<file path="src/hdl/forbidden_zone_hit_check_macros.svh">
// ----------------------------------------------------------------------------
// Forbidden zone hit check: assertion macros
// Shared concurrent assertion forms, clocked on clk, quiet during reset.
// ----------------------------------------------------------------------------
`ifndef FORBIDDEN_ZONE_HIT_CHECK_MACROS_SVH
`define FORBIDDEN_ZONE_HIT_CHECK_MACROS_SVH

// same-cycle implication
`define FZHC_ASSERT_IMP(lbl, ante, cons) \
	lbl: assert property (@(posedge clk) disable iff (!arst_n) (ante) |-> (cons)) \
		else $error("%m: implication check failed");

// next-cycle implication
`define FZHC_ASSERT_NXT(lbl, ante, cons) \
	lbl: assert property (@(posedge clk) disable iff (!arst_n) (ante) |=> (cons)) \
		else $error("%m: next-cycle check failed");

`endif

</file>
<file path="src/hdl/fzhc_ram.sv">
// ----------------------------------------------------------------------------
// Forbidden zone hit check: generic RAM
// One write port, one read port, registered read data.
// ----------------------------------------------------------------------------
module fzhc_ram #(
	parameter int WIDTH = 8,
	parameter int DEPTH = 16
) (
	input  logic                     clk,
	input  logic                     we,
	input  logic [$clog2(DEPTH)-1:0] waddr,
	input  logic [WIDTH-1:0]         wdata,
	input  logic [$clog2(DEPTH)-1:0] raddr,
	output logic [WIDTH-1:0]         rdata
);
	logic [WIDTH-1:0] mem [DEPTH];

	always_ff @(posedge clk) begin
		if (we) begin
			mem[waddr] <= wdata;
		end
		rdata <= mem[raddr];
	end
endmodule

</file>
<file path="config.mk">
export PLATFORM = sky130hd
export DESIGN_NAME = fzhc_ram
export DESIGN_NICKNAME = d
export VERILOG_FILES = /design/src/hdl/forbidden_zone_hit_check_macros.svh /design/src/hdl/fzhc_ram.sv
export SDC_FILE = /design/constraint.sdc
export NUM_CORES = 1
export LEC_CHECK = 0
export ABC_AREA = 1
export BUFFER_PORTS_ARGS = -buffer_cell sky130_fd_sc_hd__clkbuf_2
export CAP_MARGIN = 5
export CORE_MARGIN = 3
export CORE_UTILIZATION = 40
export CTS_CLUSTER_DIAMETER = 30
export CTS_CLUSTER_SIZE = 10
export DETAILED_ROUTE_END_ITERATION = 10
export PLACE_DENSITY_LB_ADDON = 0.25
export SLEW_MARGIN = 20
export SYNTH_ARGS = -nofsm -noshare
export SYNTH_HDL_FRONTEND = slang
export SYNTH_SLANG_ARGS = --single-unit
</file>
<file path="constraint.sdc">
create_clock -name clk -period 1.8 [get_ports clk]
set_input_delay 0.45 -clock clk [delete_from_list [all_inputs] [get_ports clk]]
set_output_delay 0.45 -clock clk [all_outputs]
set_load 0.1 [all_outputs]
</file>
==> results.json <==
{
  "dpl-instance-area_um2": 6180,
  "cts_tree": "yes",
  "postRouteAntennaNets": 0,
  "fraction_of_post_synthesis_cell_area_in_the_top_cell_type_by_area": 0.667,
  "slew_headroom": 0.634,
  "overflow": 0,
  "number_of_synthesized_flops_with_an_enable_pin": 128,
  "report.power.total_mw": 7.53,
  "critical_path.max_fanout": 1,
  "timing_worst_setup_path_type": "flop to output port",
  "status": "completed",
  "layout.cell_area.non_filler_um2": 6740,
  "synthCells": 551,
  "synth_flop_cell": "sky130_fd_sc_hd__edfxtp_1",
  "timing.final.hold_violations": 0,
  "post-cts-setup-buffer-count": 0,
  "pin_count_of_the_biggest_net_entering_global_routing": 65,
  "chipWidth_um": 126,
  "async_reset_ff_frac": 0,
  "tritoncts.num_buffers": 17,
  "worst_ep_arrival_time_ns": 1.29,
  "drcViolationCount": 0,
  "crit_path_cell_trace": "clkbuf_2",
  "yosys.cell_types.count": 12,
  "holdBufCountCts": 0,
  "synth.most_common_cell": "sky130_fd_sc_hd__nand2_1",
  "critPathCaptureType": "output port",
  "power_density_nw_per_um2": 1120,
  "clk_root_buffer_cell": "sky130_fd_sc_hd__clkbuf_16",
  "wl_um": 13600,
  "peakVddDrop_mv": 0.786,
  "placeableCoreArea_um2": 14000,
  "dr.first_iter.drc_count": 277,
  "timing.setup.tns_ns": 0,
  "insertion_delay_ns": 0.42,
  "worst_ep_required_time_ns": 1.35,
  "max_clock_buf_depth": 2,
  "final_layout_size_suffix_gt1_frac": 0.128,
  "clock.fmax_mhz": 575,
  "critical_path.slowest_cell": "sky130_fd_sc_hd__clkbuf_2",
  "numPortBuffers": 25,
  "routabilityCongestion": 0.842,
  "track_usage": 0.180,
  "cts_repair_resize_count": 0,
  "yosysTopAreaCell": "sky130_fd_sc_hd__edfxtp_1",
  "synth_top_cells_by_area": "sky130_fd_sc_hd__edfxtp_1 67%, sky130_fd_sc_hd__nand2_1 11%, sky130_fd_sc_hd__nand3_1 8.4%, sky130_fd_sc_hd__inv_1 6.5%, sky130_fd_sc_hd__dfxtp_1 2.8%",
  "drt_via_density": 4.85,
  "die-area_um2": 15900,
  "ys_seq_area_frac": 0.694,
  "postLayoutCoreUtil": 0.482,
  "setup-violations-final": 0,
  "ys_warns": 0,
  "finalCritPeriodShare": 0.967,
  "synthToLayoutAreaGrowth_pct": 16.9,
  "critical_path.startpoint_type": "flop",
  "chipHeight_um": 126,
  "min_path_type": "input pin to flop",
  "final_worst_path_setup_slack_ns": 0.0602,
  "rows": 43,
  "cp_top_family": "buffers and inverters",
  "post_synth.cell_area_avg_um2": 10.5,
  "clkSinkCount": 136,
  "cell_area_after_synthesis_um2": 5770,
  "worst_slew_pin_slew_ns": 0.551,
  "floorplan.initialDensity": 0.412,
  "netlist_top_cells_count": "173 x sky130_fd_sc_hd__nand2_1, 128 x sky130_fd_sc_hd__edfxtp_1, 100 x sky130_fd_sc_hd__inv_1",
  "ys_ff_latch": 136,
  "number_of_antenna_violations_at_the_first_check_in_global_routing": 0,
  "post_drt_wl_per_cell_um": 17.2,
  "cts_htree_levels": 4,
  "final_nets": 614,
  "slowest_delay_ns": 0.48,
  "via_count": 3830,
  "synth_nets": 569,
  "antenna-diode-count": 0,
  "rsz0062_at_grt": "false",
  "cellLeakagePower_nw": 2.95,
  "grt_pass1_vias": 3762,
  "detailed_place_hpwl_um": 8390,
  "clock_skew_ns": 0.00621,
  "number_of_maximum_capacitance_violations": 0,
  "slew_viol_final": 0,
  "grt_pass1_wl_um": 21100,
  "clk_pin_slew_ns": 0.06,
  "detail_route.first_pass.iterations": 6,
  "pre_cts_ws_ns": 0.216,
  "final_period_minus_worst_setup_slack_ns": 1.74,
  "crit_buf_inv": 1,
  "floorplan.io_pins": 26
}
[per-layer routing]
| metal | vias to the layer above | GRT usage | part of all wire |
|---|---|---|---|
| met5 | - | 0 | 0 |
| met4 | 0 | 0.0770 | 0.024 |
| met3 | 28 | 0.0437 | 0.051 |
| met2 | 111 | 0.282 | 0.47 |
| met1 | 1827 | 0.241 | 0.45 |
| li1 | 1864 | - | - |
[power by group]
part	internal, mW	switching (mW)
sequential	3.54	0.0268
clock	2.14	1.23
combinational	0.137	0.454
total	5.82	1.71
[cells by family (layout without fill, tap and decap cells)]
| family | Yosys count | in the layout | synth area share |
|---|---|---|---|
| buffers and inverters | 126 | 184 | 0.0952 |
| DFF | 136 | 136 | 0.694 |
| and+or+nand+nor | 289 | 289 | 0.210 |
[cell usage in the layout (no fill, tap or decap)]
cell type,n
sky130_fd_sc_hd__buf_12,3
sky130_fd_sc_hd__buf_4,22
sky130_fd_sc_hd__bufinv_16,3
sky130_fd_sc_hd__clkbuf_1,2
sky130_fd_sc_hd__clkbuf_16,17
sky130_fd_sc_hd__clkbuf_2,25
sky130_fd_sc_hd__clkinv_1,4
sky130_fd_sc_hd__clkinv_2,6
sky130_fd_sc_hd__dfxtp_1,8
sky130_fd_sc_hd__edfxtp_1,128
sky130_fd_sc_hd__inv_1,100
sky130_fd_sc_hd__inv_2,2
sky130_fd_sc_hd__nand2_1,173
sky130_fd_sc_hd__nand3_1,97
sky130_fd_sc_hd__nand3b_1,2
sky130_fd_sc_hd__nor2_1,17
[per-stage QoR]
| stage | hold WS (ns) | std cells |
|---|---|---|
| finish | 0.495 | 789 |
| global route | 0.502 | 789 |
| CTS | 0.483 | 789 |
| detailed placement | 0.641 | 757 |
| global placement | 0.627 | 757 |
| floorplan | 0.549 | 551 |
[final cells by class]
class                      count  area, um^2
multi-input combinational    289        1210
inverter                     102         383
timing repair buffer          50         350
clock buffer                  19         433
fill                        1313        7240
tap                          180         225
sequential                   136        4000
clock inverter                13         135
[sequential cells by signal (all words and copies together) (netlist names)]
name   flops
mem      128
rdata      8
[path summary, 6_finish.rpt]
check / slack, ns / depth (start not counted) / endpoint / startpoint
max: 0.06 / 1 / rdata[7] / rdata[7]
min: 0.50 / 4 / rdata[4] / raddr[3]
max reg2reg: 0.78 / 6 / rdata[0] / mem[1][0]
min reg2reg: 0.66 / 6 / rdata[2] / mem[13][2]
No activity file was read; power rests on OpenSTA's default activity.
