### config.mk
export PLATFORM = sky130hd
export DESIGN_NAME = fzhc_mac
export DESIGN_NICKNAME = d
export VERILOG_FILES = /design/src/hdl/forbidden_zone_hit_check_macros.svh /design/src/hdl/fzhc_pkg.sv /design/src/hdl/fzhc_mac.sv
export SDC_FILE = /design/constraint.sdc
export NUM_CORES = 2
export LEC_CHECK = 0
export ABC_AREA = 0
export ABC_CLOCK_PERIOD_IN_PS = 11500
export BUFFER_PORTS_ARGS = -buffer_cell sky130_fd_sc_hd__buf_4
export CORE_MARGIN = 2
export CORE_UTILIZATION = 45
export CTS_BUF_LIST = sky130_fd_sc_hd__clkbuf_8
export DETAILED_ROUTE_END_ITERATION = 12
export GPL_ROUTABILITY_DRIVEN = 0
export MAX_ROUTING_LAYER = met4
export PLACE_DENSITY = 0.66
export SLEW_MARGIN = 25
export SYNTH_ARGS = -nofsm -noshare
export SYNTH_HDL_FRONTEND = slang
export SYNTH_SLANG_ARGS = --single-unit
### constraint.sdc
create_clock -name clk -period 11.5 [get_ports clk]
set_input_delay 1.725 -clock clk [delete_from_list [all_inputs] [get_ports clk]]
set_output_delay 1.725 -clock clk [all_outputs]
set_load 0.03 [all_outputs]
### src/hdl/forbidden_zone_hit_check_macros.svh
// ----------------------------------------------------------------------------
// Forbidden zone hit check: assertion macros
// Shared concurrent assertion forms, clocked on clk, quiet during reset.
// ----------------------------------------------------------------------------
`ifndef FORBIDDEN_ZONE_HIT_CHECK_MACROS_SVH
`define FORBIDDEN_ZONE_HIT_CHECK_MACROS_SVH

// same-cycle implication
`define FZHC_ASSERT_IMP(lbl, ante, cons) \
	lbl: assert property (@(posedge clk) disable iff (!arst_n) (ante) |-> (cons)) \
		else $error("%m: implication check failed");

// next-cycle implication
`define FZHC_ASSERT_NXT(lbl, ante, cons) \
	lbl: assert property (@(posedge clk) disable iff (!arst_n) (ante) |=> (cons)) \
		else $error("%m: next-cycle check failed");

`endif

### src/hdl/fzhc_pkg.sv
// ----------------------------------------------------------------------------
// Forbidden zone hit check: package
// Field widths, MAC widths, operand/destination codes and the edge microprogram.
// ----------------------------------------------------------------------------
package fzhc_pkg;

	localparam int COORD_BITS  = 20;
	localparam int MARGIN_BITS = 20;
	localparam int ZCOUNT_BITS = 5;
	localparam int INDEX_BITS  = 4;

	localparam int OP_W   = 24;           // multiplier operand
	localparam int PROD_W = 2 * OP_W;
	localparam int CHUNK  = 22;           // split width of wide operands
	localparam int WIDE_W = 2 * CHUNK;    // len2, |cross|, margin^2
	localparam int ACC_W  = 92;

	localparam int EDGE_OPS = 22;
	localparam int STEP_W   = 5;

	typedef logic [3:0] sel_t;
	typedef logic [3:0] dst_t;

	localparam sel_t SEL_EX = 4'd0;   // px - xi
	localparam sel_t SEL_EY = 4'd1;   // py - yi
	localparam sel_t SEL_WX = 4'd2;   // px - xj
	localparam sel_t SEL_WY = 4'd3;   // py - yj
	localparam sel_t SEL_DX = 4'd4;   // xi - xj
	localparam sel_t SEL_DY = 4'd5;   // yi - yj
	localparam sel_t SEL_M  = 4'd6;
	localparam sel_t SEL_ML = 4'd7;
	localparam sel_t SEL_MH = 4'd8;
	localparam sel_t SEL_LL = 4'd9;
	localparam sel_t SEL_LH = 4'd10;
	localparam sel_t SEL_CL = 4'd11;
	localparam sel_t SEL_CH = 4'd12;

	localparam dst_t DST_NONE  = 4'd0;
	localparam dst_t DST_RAY   = 4'd1;
	localparam dst_t DST_LEN   = 4'd2;
	localparam dst_t DST_DOT   = 4'd3;
	localparam dst_t DST_D0    = 4'd4;
	localparam dst_t DST_D1    = 4'd5;
	localparam dst_t DST_CROSS = 4'd6;
	localparam dst_t DST_PERP  = 4'd7;
	localparam dst_t DST_M2    = 4'd8;

	localparam logic [1:0] SH_0 = 2'd0;
	localparam logic [1:0] SH_1 = 2'd1;   // << CHUNK
	localparam logic [1:0] SH_2 = 2'd2;   // << 2*CHUNK

	typedef struct packed {
		sel_t       a_sel;
		sel_t       b_sel;
		logic       clr;
		logic       neg;
		logic [1:0] sh;
		dst_t       dst;
	} mop_t;

	typedef struct packed {
		logic       en;
		logic       clr;
		logic       neg;
		logic [1:0] sh;
		dst_t       dst;
	} mac_ctl_t;

	function automatic mop_t mk(sel_t a, sel_t b, logic c, logic n, logic [1:0] s, dst_t d);
		mop_t m;
		m.a_sel = a;
		m.b_sel = b;
		m.clr   = c;
		m.neg   = n;
		m.sh    = s;
		m.dst   = d;
		return m;
	endfunction

	// one edge: j = previous corner (segment start), i = current corner
	function automatic mop_t edge_op(logic [STEP_W-1:0] step);
		mop_t m;
		unique case (step)
			5'd0:    m = mk(SEL_EX, SEL_DY, 1'b1, 1'b1, SH_0, DST_NONE);
			5'd1:    m = mk(SEL_DX, SEL_EY, 1'b0, 1'b0, SH_0, DST_RAY);
			5'd2:    m = mk(SEL_DX, SEL_DX, 1'b1, 1'b0, SH_0, DST_NONE);
			5'd3:    m = mk(SEL_DY, SEL_DY, 1'b0, 1'b0, SH_0, DST_LEN);
			5'd4:    m = mk(SEL_WX, SEL_DX, 1'b1, 1'b0, SH_0, DST_NONE);
			5'd5:    m = mk(SEL_WY, SEL_DY, 1'b0, 1'b0, SH_0, DST_DOT);
			5'd6:    m = mk(SEL_WX, SEL_WX, 1'b1, 1'b0, SH_0, DST_NONE);
			5'd7:    m = mk(SEL_WY, SEL_WY, 1'b0, 1'b0, SH_0, DST_NONE);
			5'd8:    m = mk(SEL_M,  SEL_M,  1'b0, 1'b1, SH_0, DST_D0);
			5'd9:    m = mk(SEL_EX, SEL_EX, 1'b1, 1'b0, SH_0, DST_NONE);
			5'd10:   m = mk(SEL_EY, SEL_EY, 1'b0, 1'b0, SH_0, DST_NONE);
			5'd11:   m = mk(SEL_M,  SEL_M,  1'b0, 1'b1, SH_0, DST_D1);
			5'd12:   m = mk(SEL_WX, SEL_DY, 1'b1, 1'b0, SH_0, DST_NONE);
			5'd13:   m = mk(SEL_WY, SEL_DX, 1'b0, 1'b1, SH_0, DST_CROSS);
			// margin^2 * len2, subtracted; cross chunks not yet ready here
			5'd14:   m = mk(SEL_ML, SEL_LL, 1'b1, 1'b1, SH_0, DST_NONE);
			5'd15:   m = mk(SEL_ML, SEL_LH, 1'b0, 1'b1, SH_1, DST_NONE);
			5'd16:   m = mk(SEL_MH, SEL_LL, 1'b0, 1'b1, SH_1, DST_NONE);
			5'd17:   m = mk(SEL_MH, SEL_LH, 1'b0, 1'b1, SH_2, DST_NONE);
			5'd18:   m = mk(SEL_CL, SEL_CL, 1'b0, 1'b0, SH_0, DST_NONE);
			5'd19:   m = mk(SEL_CL, SEL_CH, 1'b0, 1'b0, SH_1, DST_NONE);
			5'd20:   m = mk(SEL_CL, SEL_CH, 1'b0, 1'b0, SH_1, DST_NONE);
			5'd21:   m = mk(SEL_CH, SEL_CH, 1'b0, 1'b0, SH_2, DST_PERP);
			default: m = mk(SEL_M,  SEL_M,  1'b0, 1'b0, SH_0, DST_NONE);
		endcase
		return m;
	endfunction

endpackage

### src/hdl/fzhc_mac.sv
// ----------------------------------------------------------------------------
// Forbidden zone hit check: shared multiply-accumulate unit
// Registered 24x24 signed product, then a shifted add/subtract into a wide
// accumulator. The next accumulator value is exported with its destination tag.
// ----------------------------------------------------------------------------
module fzhc_mac (
	input  logic                              clk,
	input  logic                              arst_n,
	input  fzhc_pkg::mac_ctl_t                ctl,
	input  logic signed [fzhc_pkg::OP_W-1:0]  op_a,
	input  logic signed [fzhc_pkg::OP_W-1:0]  op_b,
	output logic signed [fzhc_pkg::ACC_W-1:0] acc_nxt,
	output fzhc_pkg::dst_t                    dst
);
	import fzhc_pkg::*;

	logic signed [PROD_W-1:0] p_s1;
	mac_ctl_t                 ctl_s1;
	logic signed [ACC_W-1:0]  acc_q;
	logic signed [ACC_W-1:0]  term;
	logic signed [ACC_W-1:0]  base;

	always_ff @(posedge clk) begin
		p_s1 <= op_a * op_b;
	end

	always_ff @(posedge clk or negedge arst_n) begin
		if (!arst_n) begin
			ctl_s1 <= '0;
		end else begin
			ctl_s1 <= ctl;
		end
	end

	always_comb begin
		unique case (ctl_s1.sh)
			SH_0:    term = ACC_W'(p_s1);
			SH_1:    term = ACC_W'(p_s1) <<< CHUNK;
			SH_2:    term = ACC_W'(p_s1) <<< (2 * CHUNK);
			default: term = '0;
		endcase
		base    = ctl_s1.clr ? '0 : acc_q;
		acc_nxt = ctl_s1.neg ? base - term : base + term;
		dst     = ctl_s1.en ? ctl_s1.dst : DST_NONE;
	end

	always_ff @(posedge clk) begin
		if (ctl_s1.en) begin
			acc_q <= acc_nxt;
		end
	end
endmodule

==> out/metrics.csv <==
stage;metric;value;unit
final_layout;non-filler cells, final;5016;
logic_synthesis;EDFF count, synth;92;
final_layout;Final Util;0.4798;
critical_path;Setup crit end kind;output pin;
clock_network;clk_lat worst skew;520;ps
critical_path;CP required;9780;ps
final_layout;layout cells sized above 1;0.06541;
grt;global route overflow;0;
logic_synthesis;Yosys top cell by area;fa_1;
routing;Via density;5.509;
floorplanning;CORE AREA;77210;sq um
clock_network;Resized cells post-CTS;0;
logic_synthesis;Synth top cells by count;638 x inv_1, 608 x fa_1, 426 x nand2_1, 282 x and2_1, 255 x a21oi_1;
grt;vias in the first global route;27668;
floorplanning;Die H;282.9;um
run_status;outcome;finished, final reports clean;
critical_path;crit start category;register;
logic_synthesis;area share of the largest cell type after synthesis;0.3478;
timing;relative slew slack;0.3536;
floorplanning;die area;80030;sq um
logic_synthesis;post-synthesis net count;4881;
logic_synthesis;Synth Flop Type;edfxtp_1;
routing;DRT Pass-1 Iters;8;
floorplanning;std cell rows;102;
logic_synthesis;Post-synth ARST share;0.06040;
clock_network;cts bufs inserted;17;
timing;Period Utilization, post-route;0.7961;
clock_network;CTS max path bufs;2;
timing;fin. max-slew vios;0;
clock_network;# H-tree levels;4;
floorplanning;DIE WIDTH;282.9;um
timing;Worst-Margin Slew;965.2;ps
timing;TNS Setup;0;ps
critical_path;reg2reg start;ctl_s1[5]$_DFF_PN0_;
timing;f_max;109.2;MHz
timing;clock skew;26.84;ps
routing;DRT antenna net count;0;
logic_synthesis;syn avg cell area;8.777;sq um
critical_path;Reg2Reg Depth;24;
hold_path;worst hold path class;reg -> reg;
clock_network;setup bufs post-CTS;0;
run;max-cap violations;0;
floorplanning;Ports;155;
clock_network;Clk pin slew, worst setup/hold paths;90;ps
placed_design;Detailed Place HPWL;77.64;mm
final_layout;Syn-to-layout area delta;5.845;%
hold_path;Hold Crit Start;acc_q[0]$_DFFE_PP_;
logic_synthesis;Post-Syn Instances;3988;
final_layout;fin nets;4855;
logic_synthesis;sequential fraction of the synthesis area;0.1128;
timing;Fin. Hold Viols;0;
timing;fin crit period;9156;ps
placed_design;post-placement cell count;4983;
routing;total number of vias;27635;
routing;drt wl/cell;19.34;um
critical_path;Critical Path Start;ctl_s1[5]$_DFF_PN0_;
clock_network;CTS Sinks;149;
timing;RSZ-0062 raised after global routing;false;
hold_path;hold depth;3;
logic_synthesis;synth top area cells;fa_1 35%, ha_1 8.1%, edfxtp_1 7.9%;
logic_synthesis;most common cell in the synthesized netlist;inv_1;
critical_path;CP Max Fanout;25;
placed_design;Port Buffers;154;
routing;final WL;96.99;mm
critical_path;Worst EP arrival;7430;ps
clock_network;CTS tree;done;
logic_synthesis;yosys warns;0;
routing;DRC viols;0;
grt;All-Layer GR Usage;0.2541;
grt;initial antenna violation count;1;
critical_path;Crit Path Category;reg -> out;
logic_synthesis;mapped cell area;35000;sq um
logic_synthesis;number of synthesized register bits;149;
floorplanning;Initial Util;0.4533;
timing;hold_ws;781.1;ps
logic_synthesis;Synth cell types;98;
timing;final setup fails;0;
clock_network;root buffer selected by CTS;clkbuf_8;
grt;first-pass GRT wire length;154.3;mm
routing;DRT iter0 DRCs;2584;
clock_network;CTS Hold Bufs;0;
grt;pin count of the biggest net entering global routing;76;
-- kinds of logic (layout without fill, tap and decap cells) --
group,count (synthesis),in the layout,synth area share
simple gates,1265,1265,0.1839
buf+inv,849,836,0.09394
flops,149,149,0.1128
xor+xnor,210,210,0.05255
compound gates,641,641,0.1166
fa+ha+maj,834,834,0.4285
other cells,0,1,0
mux,40,40,0.01169
-- cell usage in the layout (no fill, tap or decap), types with 6 or more instances in the layout --
cell         n
xnor2_1    128
and3_1      19
nand2b_1    34
nand4_1     43
a21o_1      60
edfxtp_1    92
o21a_1      20
or3_1        8
clkbuf_8    17
nand3_1     28
a211oi_1    20
and2_1     282
buf_4      165
a21oi_1    255
o21ai_1     11
nor2b_1    116
nor4_1      10
o211ai_1    15
nand2_1    426
dfxtp_1     48
o21ai_0    103
o31ai_1      7
mux2_2       7
ha_1       226
fa_1       608
inv_1      639
a31oi_1     29
nor3_1      43
a221oi_1     6
o21bai_1    32
o2bb2ai_1    8
mux2i_1     33
and4_1       6
xor2_1      82
nor2_1     205
-- final timing paths --
check                                       to  slack [ps]
max in group asynchronous  ctl_s1[5]$_DFF_PN0_       10300
max                                acc_nxt[86]        2340
min reg2reg                 acc_q[0]$_DFFE_PP_         780
min                         acc_q[0]$_DFFE_PP_         780
min in group asynchronous  ctl_s1[6]$_DFF_PN0_        1020
max reg2reg                acc_q[86]$_DFFE_PP_        4610
-- through the flow --
stage	area, sq um	worst slack [ps]
global route	37050	1852
CTS	37040	2384
global placement	36660	2299
detailed placement	36660	2288
floorplan	35000	3162
finish	37050	2344
-- worst max-delay path, stage by stage, from the launching register on --
cell and delay, ps:
dfrtp_2 660, nor2_1 70, buf_4 230, nand2_1 120, ha_1 240, o21ai_1 150, nor4b_4 380, nand3b_2 220
nor3_1 560, a21boi_0 390, a21oi_1 120, o32a_1 320, ha_1 350, and4_1 250, nor4b_1 240, nand3b_1 100
a31oi_1 380, o31ai_1 160, buf_4 180, nor3_1 290, o21ai_1 160, and2_1 200, a31oi_1 410, nor4_1 90
a311oi_1 370, buf_4 230
-- area by class of cell --
class	instances	area, sq um
clock buffers	17	234.0
multi-input cells	2990	27770
flip-flops and latches	149	3958
well taps	1040	1301
clock inverters	15	147.6
diodes	1	2.502
inverters	639	2399
repair buffers	165	1239
fillers	7494	40160
-- layer usage --
layer / vias to the layer above / wire, um / track usage
li1: 12660 / - / -
met1: 13622 / 42670 / 0.3492
met2: 1179 / 43040 / 0.3857
met3: 174 / 8936 / 0.04808
met4: 0 / 2343 / 0.06810
met5: - / 0 / -
-- flip-flops by register name, indices dropped and copies added, names as in the netlist --
| name | cells |
|---|---|
| p_s1 | 48 |
| ctl_s1 | 9 |
| acc_q | 92 |
Power is not shown: default switching activity piles up to over one toggle a cycle in this logic, so the estimate is an artifact.
